### src/design/idw_neighbor_interpolation_assert.svh
// ----------------------------------------------------------------------------
// Assertion macros for the neighbour interpolation block
// Concurrent checks that compile away when SYNTHESIS is defined.
// ----------------------------------------------------------------------------
`ifndef IDW_NEIGHBOR_INTERPOLATION_ASSERT_SVH
`define IDW_NEIGHBOR_INTERPOLATION_ASSERT_SVH

`ifndef SYNTHESIS
// same-cycle implication
`define IDWNI_ASSERT_IMP(label, clk, rst_n, ante, cons) \
    label: assert property (@(posedge clk) disable iff (!rst_n) (ante) |-> (cons)) \
        else $error("idwni assertion failed");
// next-cycle implication
`define IDWNI_ASSERT_NXT(label, clk, rst_n, ante, cons) \
    label: assert property (@(posedge clk) disable iff (!rst_n) (ante) |=> (cons)) \
        else $error("idwni assertion failed");
`else
`define IDWNI_ASSERT_IMP(label, clk, rst_n, ante, cons)
`define IDWNI_ASSERT_NXT(label, clk, rst_n, ante, cons)
`endif

`endif

### src/design/idwni_pkg.sv
// ----------------------------------------------------------------------------
// idwni_pkg
// Shared constants, codes and command/status types.
// ----------------------------------------------------------------------------
`default_nettype none

package idwni_pkg;

    localparam int MAX_NEIGHBORS = 64;
    localparam int CNT_WIDTH     = 7;
    localparam int CNT_LIMIT     = (MAX_NEIGHBORS < 127) ? MAX_NEIGHBORS : 127;

    localparam logic signed [31:0] NONE_VALUE  = -32'sd65470464;
    localparam logic [63:0]        WEIGHT_INIT = 64'h0000_0100_0000_0000;
    localparam logic [63:0]        WEIGHT_CAP  = 64'h4000_0000_0000_0000;

    localparam logic [29:0] HEIGHT_GAP_RESET = 30'h3FFF_FFFF;
    localparam logic [30:0] MAX_DIST_RESET   = 31'h7FFF_FFFF;
    localparam logic [30:0] MIN_DIST_RESET   = 31'h0;
    localparam logic [3:0]  POWER_RESET      = 4'd2;

    localparam logic [6:0] SQRT_STEPS = 7'd32;
    localparam logic [6:0] WDIV_STEPS = 7'd79;
    localparam logic [6:0] QDIV_STEPS = 7'd96;

    typedef enum logic [1:0] {
        CFG_HEIGHT_GAP = 2'd0,
        CFG_MAX_DIST   = 2'd1,
        CFG_MIN_DIST   = 2'd2,
        CFG_POWER      = 2'd3
    } cfg_idx_t;

    typedef enum logic [1:0] {
        STATUS_MEAN  = 2'd0,
        STATUS_EXACT = 2'd1,
        STATUS_NONE  = 2'd2
    } status_t;

    typedef enum logic [2:0] {
        MUL_SQX,
        MUL_SQY,
        MUL_SQZ,
        MUL_WHI,
        MUL_WLO
    } mul_sel_t;

    typedef struct packed {
        logic     capture;
        logic     mul_en;
        mul_sel_t mul_sel;
        logic     sq_add;
        logic     sqrt_init;
        logic     sqrt_step;
        logic     div_init;
        logic     div_step;
        logic     div_cap;
        logic     hold_hi;
        logic     acc;
        logic     quo_init;
        logic     quo_step;
        logic     res_load;
        status_t  res_sel;
        logic     set_finished;
        logic     clear;
        logic     out_load;
    } cmd_t;

    typedef struct packed {
        logic       finished;
        logic       last;
        logic       has;
        logic       keep;
        logic       far;
        logic       exact;
        logic       room;
        logic       empty;
        logic [3:0] power;
    } stat_t;

endpackage

`default_nettype wire

### src/design/idwni_ctrl.sv
// ----------------------------------------------------------------------------
// idwni_ctrl
// Sequencer for one neighbour: distance, weight, accumulate, final quotient.
// ----------------------------------------------------------------------------
`default_nettype none
`include "idw_neighbor_interpolation_assert.svh"

module idwni_ctrl (
    input  wire               clk,
    input  wire               rst_n,
    input  wire               in_valid,
    output logic              in_stall,
    output logic              out_valid,
    input  wire               out_stall,
    input  idwni_pkg::stat_t  stat,
    output idwni_pkg::cmd_t   cmd
);

    typedef enum logic [3:0] {
        ST_IDLE, ST_PRE, ST_SQ, ST_SQI, ST_SQRT, ST_DCHK, ST_POW, ST_DIV,
        ST_CAP, ST_MUL0, ST_MUL1, ST_ACC, ST_TAIL, ST_QUO, ST_QEND, ST_EMIT
    } state_t;

    state_t     state_reg, state_next;
    logic [6:0] cnt_reg, cnt_next;
    logic [3:0] pk_reg, pk_next;
    logic       ov_reg, ov_next;

    always_comb
    begin
        cmd        = '0;
        state_next = state_reg;
        cnt_next   = cnt_reg;
        pk_next    = pk_reg;
        ov_next    = (ov_reg && !out_stall) ? 1'b0 : ov_reg;
        unique case (state_reg)
            ST_IDLE:
            begin
                cmd.capture = in_valid;
                if (in_valid)
                    state_next = ST_PRE;
            end
            ST_PRE:
            begin
                priority if (stat.finished)
                begin
                    cmd.clear  = stat.last;
                    state_next = ST_IDLE;
                end
                else if (stat.has && stat.keep)
                begin
                    cnt_next   = '0;
                    state_next = ST_SQ;
                end
                else
                    state_next = ST_TAIL;
            end
            ST_SQ:
            begin
                // multiply one axis while adding the previous square
                cmd.mul_en = cnt_reg < 7'd3;
                cmd.sq_add = cnt_reg != 7'd0;
                unique case (cnt_reg[1:0])
                    2'd0:    cmd.mul_sel = idwni_pkg::MUL_SQX;
                    2'd1:    cmd.mul_sel = idwni_pkg::MUL_SQY;
                    default: cmd.mul_sel = idwni_pkg::MUL_SQZ;
                endcase
                cnt_next = cnt_reg + 1'b1;
                if (cnt_reg == 7'd3)
                    state_next = ST_SQI;
            end
            ST_SQI:
            begin
                cmd.sqrt_init = 1'b1;
                cnt_next      = '0;
                state_next    = ST_SQRT;
            end
            ST_SQRT:
            begin
                cmd.sqrt_step = 1'b1;
                cnt_next      = cnt_reg + 1'b1;
                if (cnt_reg == idwni_pkg::SQRT_STEPS - 1'b1)
                    state_next = ST_DCHK;
            end
            ST_DCHK:
            begin
                priority if (stat.far)
                    state_next = ST_TAIL;
                else if (stat.exact)
                begin
                    cmd.res_load     = 1'b1;
                    cmd.res_sel      = idwni_pkg::STATUS_EXACT;
                    cmd.clear        = stat.last;
                    cmd.set_finished = !stat.last;
                    state_next       = ST_EMIT;
                end
                else if (stat.room)
                begin
                    pk_next    = '0;
                    state_next = ST_POW;
                end
                else
                    state_next = ST_TAIL;
            end
            ST_POW:
            begin
                if (pk_reg == stat.power)
                    state_next = ST_MUL0;
                else
                begin
                    cmd.div_init = 1'b1;
                    cnt_next     = '0;
                    state_next   = ST_DIV;
                end
            end
            ST_DIV:
            begin
                cmd.div_step = 1'b1;
                cnt_next     = cnt_reg + 1'b1;
                if (cnt_reg == idwni_pkg::WDIV_STEPS - 1'b1)
                    state_next = ST_CAP;
            end
            ST_CAP:
            begin
                cmd.div_cap = 1'b1;
                pk_next     = pk_reg + 1'b1;
                state_next  = ST_POW;
            end
            ST_MUL0:
            begin
                cmd.mul_en  = 1'b1;
                cmd.mul_sel = idwni_pkg::MUL_WHI;
                state_next  = ST_MUL1;
            end
            ST_MUL1:
            begin
                cmd.mul_en  = 1'b1;
                cmd.mul_sel = idwni_pkg::MUL_WLO;
                cmd.hold_hi = 1'b1;
                state_next  = ST_ACC;
            end
            ST_ACC:
            begin
                cmd.acc    = 1'b1;
                state_next = ST_TAIL;
            end
            ST_TAIL:
            begin
                priority if (!stat.last)
                    state_next = ST_IDLE;
                else if (stat.empty)
                begin
                    cmd.res_load = 1'b1;
                    cmd.res_sel  = idwni_pkg::STATUS_NONE;
                    cmd.clear    = 1'b1;
                    state_next   = ST_EMIT;
                end
                else
                begin
                    cmd.quo_init = 1'b1;
                    cnt_next     = '0;
                    state_next   = ST_QUO;
                end
            end
            ST_QUO:
            begin
                cmd.quo_step = 1'b1;
                cnt_next     = cnt_reg + 1'b1;
                if (cnt_reg == idwni_pkg::QDIV_STEPS - 1'b1)
                    state_next = ST_QEND;
            end
            ST_QEND:
            begin
                cmd.res_load = 1'b1;
                cmd.res_sel  = idwni_pkg::STATUS_MEAN;
                cmd.clear    = 1'b1;
                state_next   = ST_EMIT;
            end
            ST_EMIT:
            begin
                if (!ov_reg || !out_stall)
                begin
                    cmd.out_load = 1'b1;
                    ov_next      = 1'b1;
                    state_next   = ST_IDLE;
                end
            end
            default: state_next = ST_IDLE;
        endcase
    end

    always_ff @(posedge clk or negedge rst_n)
    begin
        if (!rst_n)
        begin
            state_reg <= ST_IDLE;
            cnt_reg   <= '0;
            pk_reg    <= '0;
            ov_reg    <= 1'b0;
        end
        else
        begin
            state_reg <= state_next;
            cnt_reg   <= cnt_next;
            pk_reg    <= pk_next;
            ov_reg    <= ov_next;
        end
    end

    assign in_stall  = state_reg != ST_IDLE;
    assign out_valid = ov_reg;

    `IDWNI_ASSERT_NXT(a_emit_loads, clk, rst_n, state_reg == ST_EMIT && !(ov_reg && out_stall), ov_reg && state_reg == ST_IDLE)
    `IDWNI_ASSERT_NXT(a_accept_pre, clk, rst_n, in_valid && !in_stall, state_reg == ST_PRE)
    `IDWNI_ASSERT_IMP(a_sqrt_bound, clk, rst_n, state_reg == ST_SQRT, cnt_reg < idwni_pkg::SQRT_STEPS)

endmodule

`default_nettype wire

### config.mk
export PLATFORM = sky130hd
export DESIGN_NAME = idwni_ctrl
export DESIGN_NICKNAME = d
export VERILOG_FILES = /design/src/design/idwni_pkg.sv /design/src/design/idwni_ctrl.sv
export VERILOG_INCLUDE_DIRS = /design/src /design/src/design
export SDC_FILE = /design/constraint.sdc
export NUM_CORES = 1
export LEC_CHECK = 0
export BUFFER_PORTS_ARGS = -buffer_cell sky130_fd_sc_hd__clkbuf_2
export CORE_ASPECT_RATIO = 0.7
export CORE_MARGIN = 2
export CORE_UTILIZATION = 52
export DETAILED_ROUTE_END_ITERATION = 7
export GPL_TIMING_DRIVEN = 0
export PLACE_DENSITY = 0.91
export SLEW_MARGIN = 20
export SYNTH_ARGS = -nofsm -noshare
export SYNTH_HDL_FRONTEND = slang
export SYNTH_SLANG_ARGS = --single-unit
### constraint.sdc
create_clock -name clk -period 2.7 [get_ports clk]
set_clock_uncertainty 0.15 [all_clocks]
set_input_delay 0.405 -clock clk [delete_from_list [all_inputs] [get_ports clk]]
set_output_delay 0.405 -clock clk [all_outputs]
set_load 0.02 [all_outputs]
==> results.py <==
metrics = {
    "outcome": {
        "status": "finished, final reports clean",
    },
    "clock_network": {
        "clock_latency_ns": 0.25,
        "cts-htree-levels": 1,
        "cts_buffers": 3,
        "cts_max_path_buffers": 2,
        "clkSlewWorstSetupHoldPaths_ns": 0.07,
        "cts-root-buf": "clkbuf_8",
        "cts_sinks": 16,
        "cts_tree": "yes",
    },
    "timing": {
        "slew_viol_final": 0,
        "timing.slew.headroom": 0.7040,
        "fin_crit_sh": 0.9296,
        "setup_viol": 0,
        "tns_ns": 0,
        "fmax_mhz": 398.4,
        "rsz0062_at_grt": "false",
        "layout_min_cycle_time_ns": 2.510,
        "timing_hold_violations_final": 0,
        "whs_ns": 0.2639,
        "worst_pin_slew_ns": 0.4405,
    },
    "grt": {
        "met2_usage": 0.3773,
        "grt_pass1_wl_mm": 5.699,
        "grt_use_total": 0.2499,
        "grt_use_met1": 0.3643,
        "antenna_found_initial": 0,
        "grtUsageMet3": 0.07194,
        "gr-max-usage-layer": "met2",
        "grt_max_degree": 17,
        "grt_pass1_vias": 1210,
        "grt_overflow_total": 0,
    },
    "route": {
        "drt-wirelength-per-cell_um": 14.26,
        "antenna_left": 0,
        "drt-initial-drc-count": 103,
        "dr.pass1.iters": 5,
        "viasPerCell": 5.862,
        "vias": 1483,
        "drt_wl_total_mm": 3.609,
        "drc": 0,
    },
    "yosys": {
        "syn_area_um2": 1358,
        "synth.distinct_cells": 46,
        "yosys_warnings": 0,
        "async_reset_ff_frac": 1.000,
        "ys.flop_type": "dfrtp_1",
        "synth-edff-count": 0,
        "synthesis.nets": 197,
        "ys_seq_area_frac": 0.2949,
        "synth_seq_cells": 16,
        "synthCells": 176,
        "synth_area_per_cell_um2": 7.713,
    },
    "worst_setup_path": {
        "arrival_ns": 2.50,
        "crit_slowest_cell": "dfrtp_1",
        "crit_path_cell_trace": "ha_1, nand4_1, nor4b_1, a211oi_1, or3_4, mux2_4",
        "r2r_start": "cnt_reg[0]",
        "path_depth": 6,
        "cp_top_family": "simple AND/OR/NAND/NOR gates",
        "worst_setup_path_end_kind": "register",
        "r2r_setup_slack_ns": 0.19,
        "critPathLaunchType": "register",
        "slowest_delay_ns": 0.48,
        "r2r-end": "state_reg[0]",
        "required_ns": 2.69,
        "cp_max_fo": 8,
        "r2r_cells": 6,
        "critPathBufInv": 0,
        "critPathKind": "register to register",
    },
    "place": {
        "gp_routability_congestion": 0.9555,
        "port_buffers": 38,
        "dp.cells": 248,
        "hpwlAfterDp_mm": 2.670,
    },
    "finish": {
        "largest_reg_flops": 7,
        "antenna_cells": 0,
        "nNetsFinal": 241,
        "fillers": 224,
        "seq_area_um2": 400.4,
        "layout_commonest_cell": "clkbuf_2",
        "layout.cells.non_filler": 253,
        "final_cell_mix": "clkbuf_2 (38), nand2_1 (20), nor2_1 (19)",
        "drive_above_1_share": 0.2603,
        "syn2layout_area_growth_pct": 21.94,
        "multi_input_area_um2": 862.1,
    },
    "hold_path": {
        "min_from": "out_stall",
        "hold_depth": 3,
        "holdPathEnd": "out_valid",
        "hold_path.class": "input pin to register",
    },
    "floorplanning": {
        "rows": 15,
        "design.portCount": 39,
        "die_w_um": 65.07,
        "core_area_um2": 2477,
        "die_area_um2": 3042,
        "start_util": 0.5480,
        "die_y_um": 46.75,
    },
    "power": {
        "peakVddDrop_mv": 0.4395,
        "p_per_area_nw_per_um2": 1187,
        "p_leak_nw": 0.7873,
    },
    "flow_run": {
        "drv_cap": 0,
    },
}
-- through the flow --
stage | setup WS [ns] | power [mW] | util | instance area, um^2
after global routing | 0.08459 | 2.127 | 0.6682 | 1655
after floorplan | 0.4725 | 1.410 | - | 1358
after detailed placement | 0.2690 | 1.718 | 0.6419 | 1590
after global placement | 0.2885 | 1.680 | 0.6419 | 1590
final | 0.1900 | 1.965 | 0.6682 | 1655
after CTS | 0.1836 | 1.943 | 0.6682 | 1655
-- layout make-up --
cell class	instances	share of cell area
Tap cell	34	0.02570
Multi-Input combinational cell	140	0.5208
Timing Repair Buffer	39	0.1209
Sequential cell	16	0.2419
Buffer	10	0.03477
Inverter	10	0.02268
Clock buffer	4	0.03326
-- how the worst max path moves through the flow --
stage                 startpoint           end  slack, ns
floorplan             cnt_reg[0]  state_reg[0]       0.47
global placement      cnt_reg[0]  state_reg[1]       0.29
detailed placement    cnt_reg[0]  state_reg[0]       0.27
CTS                   cnt_reg[0]  state_reg[0]       0.18
global route        state_reg[1]        cmd[1]       0.08
finish                cnt_reg[0]  state_reg[0]       0.19
-- Yosys cell counts, types with 2 or more instances --
library cell | n | share of area
a211oi_1 | 2 | 0.011
a21oi_1 | 12 | 0.044
a31oi_1 | 6 | 0.028
a41oi_1 | 2 | 0.013
buf_2 | 4 | 0.015
buf_4 | 2 | 0.011
clkbuf_1 | 3 | 0.0083
dfrtp_1 | 16 | 0.29
ha_1 | 5 | 0.046
inv_1 | 7 | 0.019
inv_2 | 3 | 0.0083
mux2_4 | 2 | 0.022
nand2_1 | 20 | 0.055
nand2b_1 | 11 | 0.051
nand3_1 | 3 | 0.011
nand4_1 | 3 | 0.014
nor2_1 | 19 | 0.053
nor2b_1 | 3 | 0.014
nor3_1 | 6 | 0.022
o21ai_0 | 6 | 0.022
o21ai_1 | 6 | 0.022
o21bai_1 | 3 | 0.017
o221ai_1 | 2 | 0.013
o311ai_0 | 2 | 0.013
or3_1 | 2 | 0.0092
xor2_1 | 6 | 0.039
-- report_power, final --
part / internal, mW / total [mW] / switching [mW]
combinational: 0.502 / 1.27 / 0.768
clock: 0.129 / 0.214 / 0.0842
sequential: 0.347 / 0.481 / 0.134
total: 0.978 / 1.97 / 0.987
-- routing by layer --
metal,vias up,share of wire
met3,4,0.12
met5,-,0
met1,672,0.46
li1,717,-
met4,0,0.0069
met2,90,0.42
-- kinds of logic (layout without fill, tap and decap cells) --
family                     count (synthesis)  after routing  synth area share
muxes                                      2              2           0.02212
xor gates and xnor gates                   6              6           0.03871
and+or+nand+nor                           78             78            0.2977
AOI/OAI and AO/OA                         49             49            0.2304
adders and majority gates                  5              5           0.04608
DFF                                       16             16            0.2949
buffers and inverters                     20             63           0.07005
-- worst min-delay path: stages --
cell and delay [ns]:
clkbuf_2 0.08, nand2_1 0.07, o21ai_0 0.07
-- what timing repair did --
action / 4_1_cts / 5_1_grt
setup endpoints to repair: 0 / 2
hold buffers: 1 / 0
endpoints found under the hold margin: 16 / 0
buffers inserted: 0 / 0
gates resized for setup: 0 / 1
Power figures use the tool's default switching activity.
